**config.mk**
```make
export PLATFORM = sky130hd
export DESIGN_NAME = esc_muldiv
export DESIGN_NICKNAME = d
export VERILOG_FILES = /design/src/rtl/core/esc_pkg.sv /design/src/rtl/core/esc_muldiv.sv
export SDC_FILE = /design/constraint.sdc
export NUM_CORES = 2
export LEC_CHECK = 0
export BUFFER_PORTS_ARGS = -buffer_cell sky130_fd_sc_hd__clkbuf_2
export CAP_MARGIN = 20
export CORE_ASPECT_RATIO = 0.9
export CORE_MARGIN = 5
export CORE_UTILIZATION = 41
export CTS_BUF_LIST = sky130_fd_sc_hd__clkbuf_16
export DETAILED_ROUTE_END_ITERATION = 10
export GPL_TIMING_DRIVEN = 0
export PLACE_DENSITY = 0.66
export SLEW_MARGIN = 30
export SYNTH_ARGS = -nofsm -noshare
export SYNTH_HDL_FRONTEND = slang
export SYNTH_SLANG_ARGS = --single-unit
```
**constraint.sdc**
```tcl
create_clock -name clock -period 15.3 [get_ports clock]
set_input_delay 3.06 -clock clock [delete_from_list [all_inputs] [get_ports clock]]
set_output_delay 3.06 -clock clock [all_outputs]
set_load 0.02 [all_outputs]
```
**src/rtl/core/esc_pkg.sv**
```systemverilog
// Shared types, constants and the microcode store of the sensor compensation block.
`timescale 1ns / 1ps
`default_nettype none
package esc_pkg;

   localparam logic [23:0] SKIP24  = 24'h800000;
   localparam logic [15:0] SKIP16  = 16'h8000;
   localparam logic [31:0] HUM_MAX = 32'd419430400;
   localparam int unsigned PC_W    = 7;
   localparam int unsigned XW      = 64;

   typedef enum logic [2:0] {
      CSR_TEMP = 3'd0,
      CSR_PLO  = 3'd1,
      CSR_PHI  = 3'd2,
      CSR_P9H  = 3'd3,
      CSR_HUM  = 3'd4
   } csr_type;

   typedef enum logic [3:0] {
      OP_ADD, OP_SUB, OP_ADDI, OP_LDI, OP_SHL, OP_ASR, OP_ASR32,
      OP_MUL, OP_DIV, OP_FSET, OP_TSTORE, OP_PSTORE, OP_HSTORE, OP_END
   } op_type;

   typedef enum logic [4:0] {
      S_W0, S_W1, S_W2, S_W3, S_W4, S_W5, S_W6, S_W7,
      S_ADCT, S_ADCP, S_RH,
      S_T1, S_T2, S_T3,
      S_P1, S_P2, S_P3, S_P4, S_P5, S_P6, S_P7, S_P8, S_P9,
      S_H1, S_H2, S_H3, S_H4, S_H5, S_H6,
      S_FINE
   } src_type;

   typedef struct packed {
      op_type             op;
      logic [2:0]         dst;
      src_type            a;
      src_type            b;
      logic [5:0]         sh;
      logic signed [31:0] imm;
   } uop_type;

   typedef struct packed {
      logic start;
      logic div;
   } md_req_type;

   typedef struct packed {
      logic          done;
      logic          divz;
      logic [XW-1:0] result;
   } md_rsp_type;

   function automatic uop_type mk(op_type op, logic [2:0] dst, src_type a, src_type b,
                                  logic [5:0] sh, logic signed [31:0] imm);
      uop_type u;
      u.op  = op;
      u.dst = dst;
      u.a   = a;
      u.b   = b;
      u.sh  = sh;
      u.imm = imm;
      return u;
   endfunction

   function automatic uop_type ucode(logic [PC_W-1:0] pc);
      uop_type u;
      unique case (pc)
         // temperature
         7'd0:  u = mk(OP_ASR,    3'd0, S_ADCT, S_W0, 6'd3,  32'sd0);
         7'd1:  u = mk(OP_SHL,    3'd1, S_T1,   S_W0, 6'd1,  32'sd0);
         7'd2:  u = mk(OP_SUB,    3'd0, S_W0,   S_W1, 6'd0,  32'sd0);
         7'd3:  u = mk(OP_MUL,    3'd0, S_W0,   S_T2, 6'd0,  32'sd0);
         7'd4:  u = mk(OP_ASR32,  3'd0, S_W0,   S_W0, 6'd11, 32'sd0);
         7'd5:  u = mk(OP_ASR,    3'd1, S_ADCT, S_W0, 6'd4,  32'sd0);
         7'd6:  u = mk(OP_SUB,    3'd1, S_W1,   S_T1, 6'd0,  32'sd0);
         7'd7:  u = mk(OP_MUL,    3'd1, S_W1,   S_W1, 6'd0,  32'sd0);
         7'd8:  u = mk(OP_ASR32,  3'd1, S_W1,   S_W0, 6'd12, 32'sd0);
         7'd9:  u = mk(OP_MUL,    3'd1, S_W1,   S_T3, 6'd0,  32'sd0);
         7'd10: u = mk(OP_ASR32,  3'd1, S_W1,   S_W0, 6'd14, 32'sd0);
         7'd11: u = mk(OP_ADD,    3'd0, S_W0,   S_W1, 6'd0,  32'sd0);
         7'd12: u = mk(OP_FSET,   3'd0, S_W0,   S_W0, 6'd0,  32'sd0);
         7'd13: u = mk(OP_LDI,    3'd1, S_W0,   S_W0, 6'd0,  32'sd5);
         7'd14: u = mk(OP_MUL,    3'd0, S_FINE, S_W1, 6'd0,  32'sd0);
         7'd15: u = mk(OP_ADDI,   3'd0, S_W0,   S_W0, 6'd0,  32'sd128);
         7'd16: u = mk(OP_ASR32,  3'd0, S_W0,   S_W0, 6'd8,  32'sd0);
         7'd17: u = mk(OP_TSTORE, 3'd0, S_W0,   S_W0, 6'd0,  32'sd0);
         // pressure
         7'd18: u = mk(OP_ADDI,   3'd0, S_FINE, S_W0, 6'd0,  -32'sd128000);
         7'd19: u = mk(OP_MUL,    3'd1, S_W0,   S_W0, 6'd0,  32'sd0);
         7'd20: u = mk(OP_MUL,    3'd2, S_W1,   S_P6, 6'd0,  32'sd0);
         7'd21: u = mk(OP_MUL,    3'd3, S_W0,   S_P5, 6'd0,  32'sd0);
         7'd22: u = mk(OP_SHL,    3'd3, S_W3,   S_W0, 6'd17, 32'sd0);
         7'd23: u = mk(OP_ADD,    3'd2, S_W2,   S_W3, 6'd0,  32'sd0);
         7'd24: u = mk(OP_SHL,    3'd3, S_P4,   S_W0, 6'd35, 32'sd0);
         7'd25: u = mk(OP_ADD,    3'd2, S_W2,   S_W3, 6'd0,  32'sd0);
         7'd26: u = mk(OP_MUL,    3'd1, S_W1,   S_P3, 6'd0,  32'sd0);
         7'd27: u = mk(OP_ASR,    3'd1, S_W1,   S_W0, 6'd8,  32'sd0);
         7'd28: u = mk(OP_MUL,    3'd3, S_W0,   S_P2, 6'd0,  32'sd0);
         7'd29: u = mk(OP_SHL,    3'd3, S_W3,   S_W0, 6'd12, 32'sd0);
         7'd30: u = mk(OP_ADD,    3'd1, S_W1,   S_W3, 6'd0,  32'sd0);
         7'd31: u = mk(OP_LDI,    3'd3, S_W0,   S_W0, 6'd0,  32'sd1);
         7'd32: u = mk(OP_SHL,    3'd3, S_W3,   S_W0, 6'd47, 32'sd0);
         7'd33: u = mk(OP_ADD,    3'd1, S_W1,   S_W3, 6'd0,  32'sd0);
         7'd34: u = mk(OP_MUL,    3'd1, S_W1,   S_P1, 6'd0,  32'sd0);
         7'd35: u = mk(OP_ASR,    3'd1, S_W1,   S_W0, 6'd33, 32'sd0);
         7'd36: u = mk(OP_LDI,    3'd3, S_W0,   S_W0, 6'd0,  32'sd1048576);
         7'd37: u = mk(OP_SUB,    3'd3, S_W3,   S_ADCP, 6'd0, 32'sd0);
         7'd38: u = mk(OP_SHL,    3'd3, S_W3,   S_W0, 6'd31, 32'sd0);
         7'd39: u = mk(OP_SUB,    3'd3, S_W3,   S_W2, 6'd0,  32'sd0);
         7'd40: u = mk(OP_LDI,    3'd4, S_W0,   S_W0, 6'd0,  32'sd3125);
         7'd41: u = mk(OP_MUL,    3'd3, S_W3,   S_W4, 6'd0,  32'sd0);
         7'd42: u = mk(OP_DIV,    3'd3, S_W3,   S_W1, 6'd0,  32'sd0);
         7'd43: u = mk(OP_ASR,    3'd4, S_W3,   S_W0, 6'd13, 32'sd0);
         7'd44: u = mk(OP_MUL,    3'd5, S_P9,   S_W4, 6'd0,  32'sd0);
         7'd45: u = mk(OP_MUL,    3'd5, S_W5,   S_W4, 6'd0,  32'sd0);
         7'd46: u = mk(OP_ASR,    3'd5, S_W5,   S_W0, 6'd25, 32'sd0);
         7'd47: u = mk(OP_MUL,    3'd6, S_P8,   S_W3, 6'd0,  32'sd0);
         7'd48: u = mk(OP_ASR,    3'd6, S_W6,   S_W0, 6'd19, 32'sd0);
         7'd49: u = mk(OP_ADD,    3'd3, S_W3,   S_W5, 6'd0,  32'sd0);
         7'd50: u = mk(OP_ADD,    3'd3, S_W3,   S_W6, 6'd0,  32'sd0);
         7'd51: u = mk(OP_ASR,    3'd3, S_W3,   S_W0, 6'd8,  32'sd0);
         7'd52: u = mk(OP_SHL,    3'd4, S_P7,   S_W0, 6'd4,  32'sd0);
         7'd53: u = mk(OP_ADD,    3'd3, S_W3,   S_W4, 6'd0,  32'sd0);
         7'd54: u = mk(OP_PSTORE, 3'd0, S_W3,   S_W0, 6'd0,  32'sd0);
         // humidity
         7'd55: u = mk(OP_ADDI,   3'd0, S_FINE, S_W0, 6'd0,  -32'sd76800);
         7'd56: u = mk(OP_SHL,    3'd1, S_RH,   S_W0, 6'd14, 32'sd0);
         7'd57: u = mk(OP_SHL,    3'd2, S_H4,   S_W0, 6'd20, 32'sd0);
         7'd58: u = mk(OP_SUB,    3'd1, S_W1,   S_W2, 6'd0,  32'sd0);
         7'd59: u = mk(OP_MUL,    3'd2, S_H5,   S_W0, 6'd0,  32'sd0);
         7'd60: u = mk(OP_SUB,    3'd1, S_W1,   S_W2, 6'd0,  32'sd0);
         7'd61: u = mk(OP_ADDI,   3'd1, S_W1,   S_W0, 6'd0,  32'sd16384);
         7'd62: u = mk(OP_ASR32,  3'd1, S_W1,   S_W0, 6'd15, 32'sd0);
         7'd63: u = mk(OP_MUL,    3'd2, S_W0,   S_H6, 6'd0,  32'sd0);
         7'd64: u = mk(OP_ASR32,  3'd2, S_W2,   S_W0, 6'd10, 32'sd0);
         7'd65: u = mk(OP_MUL,    3'd3, S_W0,   S_H3, 6'd0,  32'sd0);
         7'd66: u = mk(OP_ASR32,  3'd3, S_W3,   S_W0, 6'd11, 32'sd0);
         7'd67: u = mk(OP_ADDI,   3'd3, S_W3,   S_W0, 6'd0,  32'sd32768);
         7'd68: u = mk(OP_MUL,    3'd2, S_W2,   S_W3, 6'd0,  32'sd0);
         7'd69: u = mk(OP_ASR32,  3'd2, S_W2,   S_W0, 6'd10, 32'sd0);
         7'd70: u = mk(OP_ADDI,   3'd2, S_W2,   S_W0, 6'd0,  32'sd2097152);
         7'd71: u = mk(OP_MUL,    3'd2, S_W2,   S_H2, 6'd0,  32'sd0);
         7'd72: u = mk(OP_ADDI,   3'd2, S_W2,   S_W0, 6'd0,  32'sd8192);
         7'd73: u = mk(OP_ASR32,  3'd2, S_W2,   S_W0, 6'd14, 32'sd0);
         7'd74: u = mk(OP_MUL,    3'd1, S_W1,   S_W2, 6'd0,  32'sd0);
         7'd75: u = mk(OP_ASR32,  3'd2, S_W1,   S_W0, 6'd15, 32'sd0);
         7'd76: u = mk(OP_MUL,    3'd2, S_W2,   S_W2, 6'd0,  32'sd0);
         7'd77: u = mk(OP_ASR32,  3'd2, S_W2,   S_W0, 6'd7,  32'sd0);
         7'd78: u = mk(OP_MUL,    3'd2, S_W2,   S_H1, 6'd0,  32'sd0);
         7'd79: u = mk(OP_ASR32,  3'd2, S_W2,   S_W0, 6'd4,  32'sd0);
         7'd80: u = mk(OP_SUB,    3'd1, S_W1,   S_W2, 6'd0,  32'sd0);
         7'd81: u = mk(OP_HSTORE, 3'd0, S_W1,   S_W0, 6'd0,  32'sd0);
         default: u = mk(OP_END,  3'd0, S_W0,   S_W0, 6'd0,  32'sd0);
      endcase
      return u;
   endfunction

endpackage
`default_nettype wire

```
**src/rtl/core/esc_muldiv.sv**
```systemverilog
// Shared 64-bit multiplier (4 bits per cycle) and signed restoring divider.
`timescale 1ns / 1ps
`default_nettype none
module esc_muldiv (
   input  wire logic                     clock,
   input  wire logic                     reset,
   input  wire esc_pkg::md_req_type      md_req,
   input  wire logic [esc_pkg::XW-1:0]   opa,
   input  wire logic [esc_pkg::XW-1:0]   opb,
   output esc_pkg::md_rsp_type           md_rsp
);

   typedef enum logic [3:0] {
      MD_IDLE = 4'b0001,
      MD_MUL  = 4'b0010,
      MD_DIV  = 4'b0100,
      MD_FIN  = 4'b1000
   } md_state_type;

   md_state_type         state_ff, state_in;
   logic [63:0]          acc_ff, acc_in;
   logic [63:0]          x_ff, x_in;
   logic [63:0]          y_ff, y_in;
   logic [5:0]           cnt_ff, cnt_in;
   logic                 div_ff, div_in;
   logic                 neg_ff, neg_in;
   logic                 divz_ff, divz_in;
   logic [63:0]          pp;
   logic [64:0]          rem_sh;
   logic [64:0]          diff;

   always_comb begin
      pp = 64'd0;
      for (int i = 0; i < 4; i++) begin
         if (y_ff[i]) pp = pp + (x_ff << i);
      end
      rem_sh = {acc_ff, y_ff[63]};
      diff   = rem_sh - {1'b0, x_ff};
   end

   always_comb begin
      state_in = state_ff;
      acc_in   = acc_ff;
      x_in     = x_ff;
      y_in     = y_ff;
      cnt_in   = cnt_ff;
      div_in   = div_ff;
      neg_in   = neg_ff;
      divz_in  = divz_ff;
      unique case (state_ff)
         MD_IDLE: begin
            if (md_req.start) begin
               cnt_in  = 6'd0;
               div_in  = md_req.div;
               acc_in  = 64'd0;
               if (md_req.div) begin
                  x_in     = opb[63] ? (64'd0 - opb) : opb;
                  y_in     = opa[63] ? (64'd0 - opa) : opa;
                  neg_in   = opa[63] ^ opb[63];
                  divz_in  = (opb == 64'd0);
                  state_in = MD_DIV;
               end else begin
                  x_in     = opa;
                  y_in     = opb;
                  state_in = MD_MUL;
               end
            end
         end
         MD_MUL: begin
            acc_in = acc_ff + pp;
            x_in   = x_ff << 4;
            y_in   = y_ff >> 4;
            cnt_in = cnt_ff + 6'd1;
            if (cnt_ff == 6'd15) state_in = MD_FIN;
         end
         MD_DIV: begin
            if (!diff[64]) begin
               acc_in = diff[63:0];
               y_in   = {y_ff[62:0], 1'b1};
            end else begin
               acc_in = rem_sh[63:0];
               y_in   = {y_ff[62:0], 1'b0};
            end
            cnt_in = cnt_ff + 6'd1;
            if (cnt_ff == 6'd63) state_in = MD_FIN;
         end
         MD_FIN: begin
            state_in = MD_IDLE;
         end
         default: state_in = MD_IDLE;
      endcase
   end

   always_ff @(posedge clock) begin
      if (reset) begin
         state_ff <= MD_IDLE;
      end else begin
         state_ff <= state_in;
      end
      acc_ff  <= acc_in;
      x_ff    <= x_in;
      y_ff    <= y_in;
      cnt_ff  <= cnt_in;
      div_ff  <= div_in;
      neg_ff  <= neg_in;
      divz_ff <= divz_in;
   end

   always_comb begin
      md_rsp.done = (state_ff == MD_FIN);
      md_rsp.divz = div_ff & divz_ff;
      if (!div_ff)      md_rsp.result = acc_ff;
      else if (divz_ff) md_rsp.result = 64'd0;
      else if (neg_ff)  md_rsp.result = 64'd0 - y_ff;
      else              md_rsp.result = y_ff;
   end

endmodule
`default_nettype wire

```
==> key figures <==
Hold path
  – Hold_sp: cnt_ff[0]
  – HP Class: flip-flop to flip-flop

Setup path
  – Logic depth of the worst register-to-register path: between 50 and 60
  – Critical-path top delay cell: a211oi_1
  – Critical Path Max Stage Delay: 0.66 ns
  – Worst path most repeated cell: o21ai_0
  – R2R Path End: acc_ff[63]
  – CP endpoint: acc_ff[63]
  – Critical path's top delay family: compound AO/OA/AOI/OAI gates
  – Worst Setup Start Kind: flip-flop
  – WP buf/inv: 9
  – Crit Path Category: flip-flop to flip-flop
  – Reg2Reg Setup Slack: 0.84 ns
  – Reg-to-reg critical path startpoint: y_ff[0]
  – Max FO, Critical Path: 19
  – Critical Path Start: y_ff[0]
  – Worst path depth: 52
  – Crit path required time: about 16 ns
  – Critical Path AT: between 10 and 15 ns
  – CP endpoint kind: flip-flop

Placed design
  – Gp weighted congestion: 1.02
  – Detail Placement HPWL: 123000 µm
  – Port bufs: 196

Yosys
  – Mapped cell area: 0.0350 mm²
  – Asr flop ratio synth: 0
  – Post-synthesis adder-cell area fraction: 0.113
  – Top cells by area, synth: edfxtp_1 (17%), ha_1 (11%), xor2_1 (7.2%)
  – Mux cell area share after synthesis: 0.0490
  – Yosys warns: 0
  – Post-Synth Simple-Gate Area: 0.164
  – Synth top cells by count: nand2_1 (432), o21ai_0 (413), a21oi_1 (403), ha_1 (309), xor2_1 (288)
  – Predominant post-synthesis flop cell: edfxtp_1
  – Largest family of logic cells by synthesized area: compound AO/OA/AOI/OAI gates
  – Synth Area per Inst: 7.51 µm²
  – Register area share after synthesis: 0.175
  – Post-synth EDFFs: 201
  – Synth top area share: 0.172
  – Post-Syn Instances: 4665
  – Most common cell in the synthesized netlist: nand2_1
  – Count of cell types in the netlist: 85
  – Compound-Gate Fraction of Synth Area: 0.322
  – Largest area contributor in the netlist: edfxtp_1
  – Synth Area in XOR/XNOR: 0.119
  – Seq cells post-synth: 205
  – Syn_nets: 5111

Detailed routing
  – WL final: 146000 µm
  – Routed Antenna Nets: 0
  – Vias: 37959
  – Vias per cell: 6.28
  – Starting DRT DRC Count: 4321
  – Routed len/inst: 24.2 µm
  – DR DRC count: 0
  – DR pass1 iterations: 6

GRT
  – Largest net degree at the start of global routing: 37
  – All-Layer GR Usage: 0.300
  – Vias in the first global route: 35020
  – First-pass GRT wire length: around 210000 µm
  – Initial antenna violation count: 3
  – GR Overflow Total: 0

Timing
  – Clock Skew: 0.0266 ns
  – Final setup violating endpoints: 0
  – Fmax: approximately 69 MHz
  – RSZ-0062 raised after global routing: false
  – Slew @ Worst Pin: approximately 1.1 ns
  – Shortest period the worst path allows: 14.46 ns
  – Slew HR: 0.270
  – Hold Fails Final Rpt: 0
  – Final slew viol count: 0
  – Final period util: 0.945

Die
  – Core area: 0.0845 mm²
  – Rows: 101
  – Starting density of the core: 0.414
  – Die area: 0.0914 mm²
  – Die W: 318 µm
  – Io pins: 198
  – Die height: around 290 µm

Power and ir drop
  – PwrDens: 155 mW/mm²
  – Max VDD drop: approximately 0.085 mV
  – Pleak: 16.5 nW
  – Power Total: roughly 6.0 mW

Clock tree
  – TritonCTS clock tree: built
  – H-tree Lvls: 1
  – Worst-Skew Late Latency: 0.55 ns
  – CTS max path bufs: 3
  – Clock Sinks: roughly 210
  – Root buf cell: clkbuf_16
  – Total CTS buffers: 22
  – CTS Hold Bufs: 0
  – Reg clk slew, reported paths: 0.06 ns

Layout
  – Layout area overhead: 9.60%
  – Register area: a little over 0.006 mm²
  – Multi-input logic area: 0.0269 mm²
  – Fillers: between 8000 and 9000
  – Layout cell share with drive strength beyond 1: 0.0780
  – Nets@finish: 5339
  – Core Util, Final: 0.454

Flow run
  – Max-cap violations: 0

Run status
  – Status: complete, no violations
layout by cell type (no fill, tap or decap), types with 25 or more instances in the layout:
cell / count
a211oi_1: 44
a21o_1: 221
a21oi_1: 403
a22oi_1: 70
a31oi_1: 53
and3_1: 32
buf_1: 25
clkbuf_1: 231
clkbuf_2: 203
edfxtp_1: 201
ha_1: 309
inv_1: 275
mux2_2: 69
mux2i_1: 94
nand2_1: 432
nand2b_1: 38
nand3_1: 84
nand4_1: 71
nor2_1: 278
nor2b_1: 32
nor3_1: 51
o211ai_1: 79
o21a_1: 32
o21ai_0: 411
o21bai_1: 64
o22ai_1: 114
o31ai_1: 72
o41ai_1: 28
or3_1: 35
or4_1: 43
xnor2_1: 186
xor2_1: 288
cell type report:
type / count / share of cell area
antenna: 2 / 0.000130
buffer: 271 / 0.0271
clock buffer: 22 / 0.0143
clock inverter: 18 / 0.00391
inverter: 274 / 0.0268
multi-input combinational: 3914 / 0.701
sequential: 205 / 0.159
tap: 1133 / 0.0369
timing repair buffer: 205 / 0.0307
sequential cells by signal, indices dropped and copies added, names as in the netlist:
register / count
acc_ff: 64
cnt_ff: 6
div_ff: 1
divz_ff: 1
neg_ff: 1
state_ff: 4
x_ff: 64
y_ff: 64
report_power, final:
group | internal [mW] | switching (mW)
sequential | 0.702 | 0.121
combinational | 1.80 | 2.79
clock | 0.297 | 0.245
total | 2.80 | 3.15
per-stage QoR:
stage	setup slack (ns)	hold slack, ns	std cells	cell area, µm²	TNS [ns]
finish	0.839	0.611	6044	38400	0
global route	0.0453	0.649	6042	38400	0
CTS	0.506	0.611	6042	38400	0
detailed placement	-0.321	0.603	6003	37700	-0.321
global placement	-0.883	0.588	5994	37400	-3.05
floorplan	3.82	0.561	4665	35000	0
per-layer routing:
layer / up-vias / GRT usage / routed length, µm
met3: 309 / 0.0523 / 14500
met1: 17798 / 0.411 / 62400
met5: - / 0 / 25
met2: 1987 / 0.466 / 61800
met4: 4 / 0.129 / 7440
li1: 17861 / - / -
cell families (layout without fill, tap and decap cells):
family,after synthesis,after routing
AO/OA/AOI/OAI,1761,1761
AND/OR/NAND/NOR,1201,1201
buffers and inverters,546,790
XOR/XNOR,475,475
adder cells (fa/ha/maj),314,314
flip-flops,205,205
multiplexers,163,163
other,0,2
what timing repair did:
item	in CTS	in global routing
gates resized for setup	1	5
buffers inserted	0	0
endpoints found under the setup margin	1	5
worst min path at each step:
| stage | end | slack, ns | cells after the start |
|---|---|---|---|
| after floorplan | cnt_ff[0] | 0.56 | 1 |
| after global placement | cnt_ff[0] | 0.59 | 1 |
| after detailed placement | cnt_ff[0] | 0.60 | 1 |
| after CTS | cnt_ff[0] | 0.61 | 1 |
| after global routing | cnt_ff[0] | 0.65 | 1 |
| final | cnt_ff[0] | 0.61 | 1 |
Note: power is estimated with default switching activity, not from simulation.
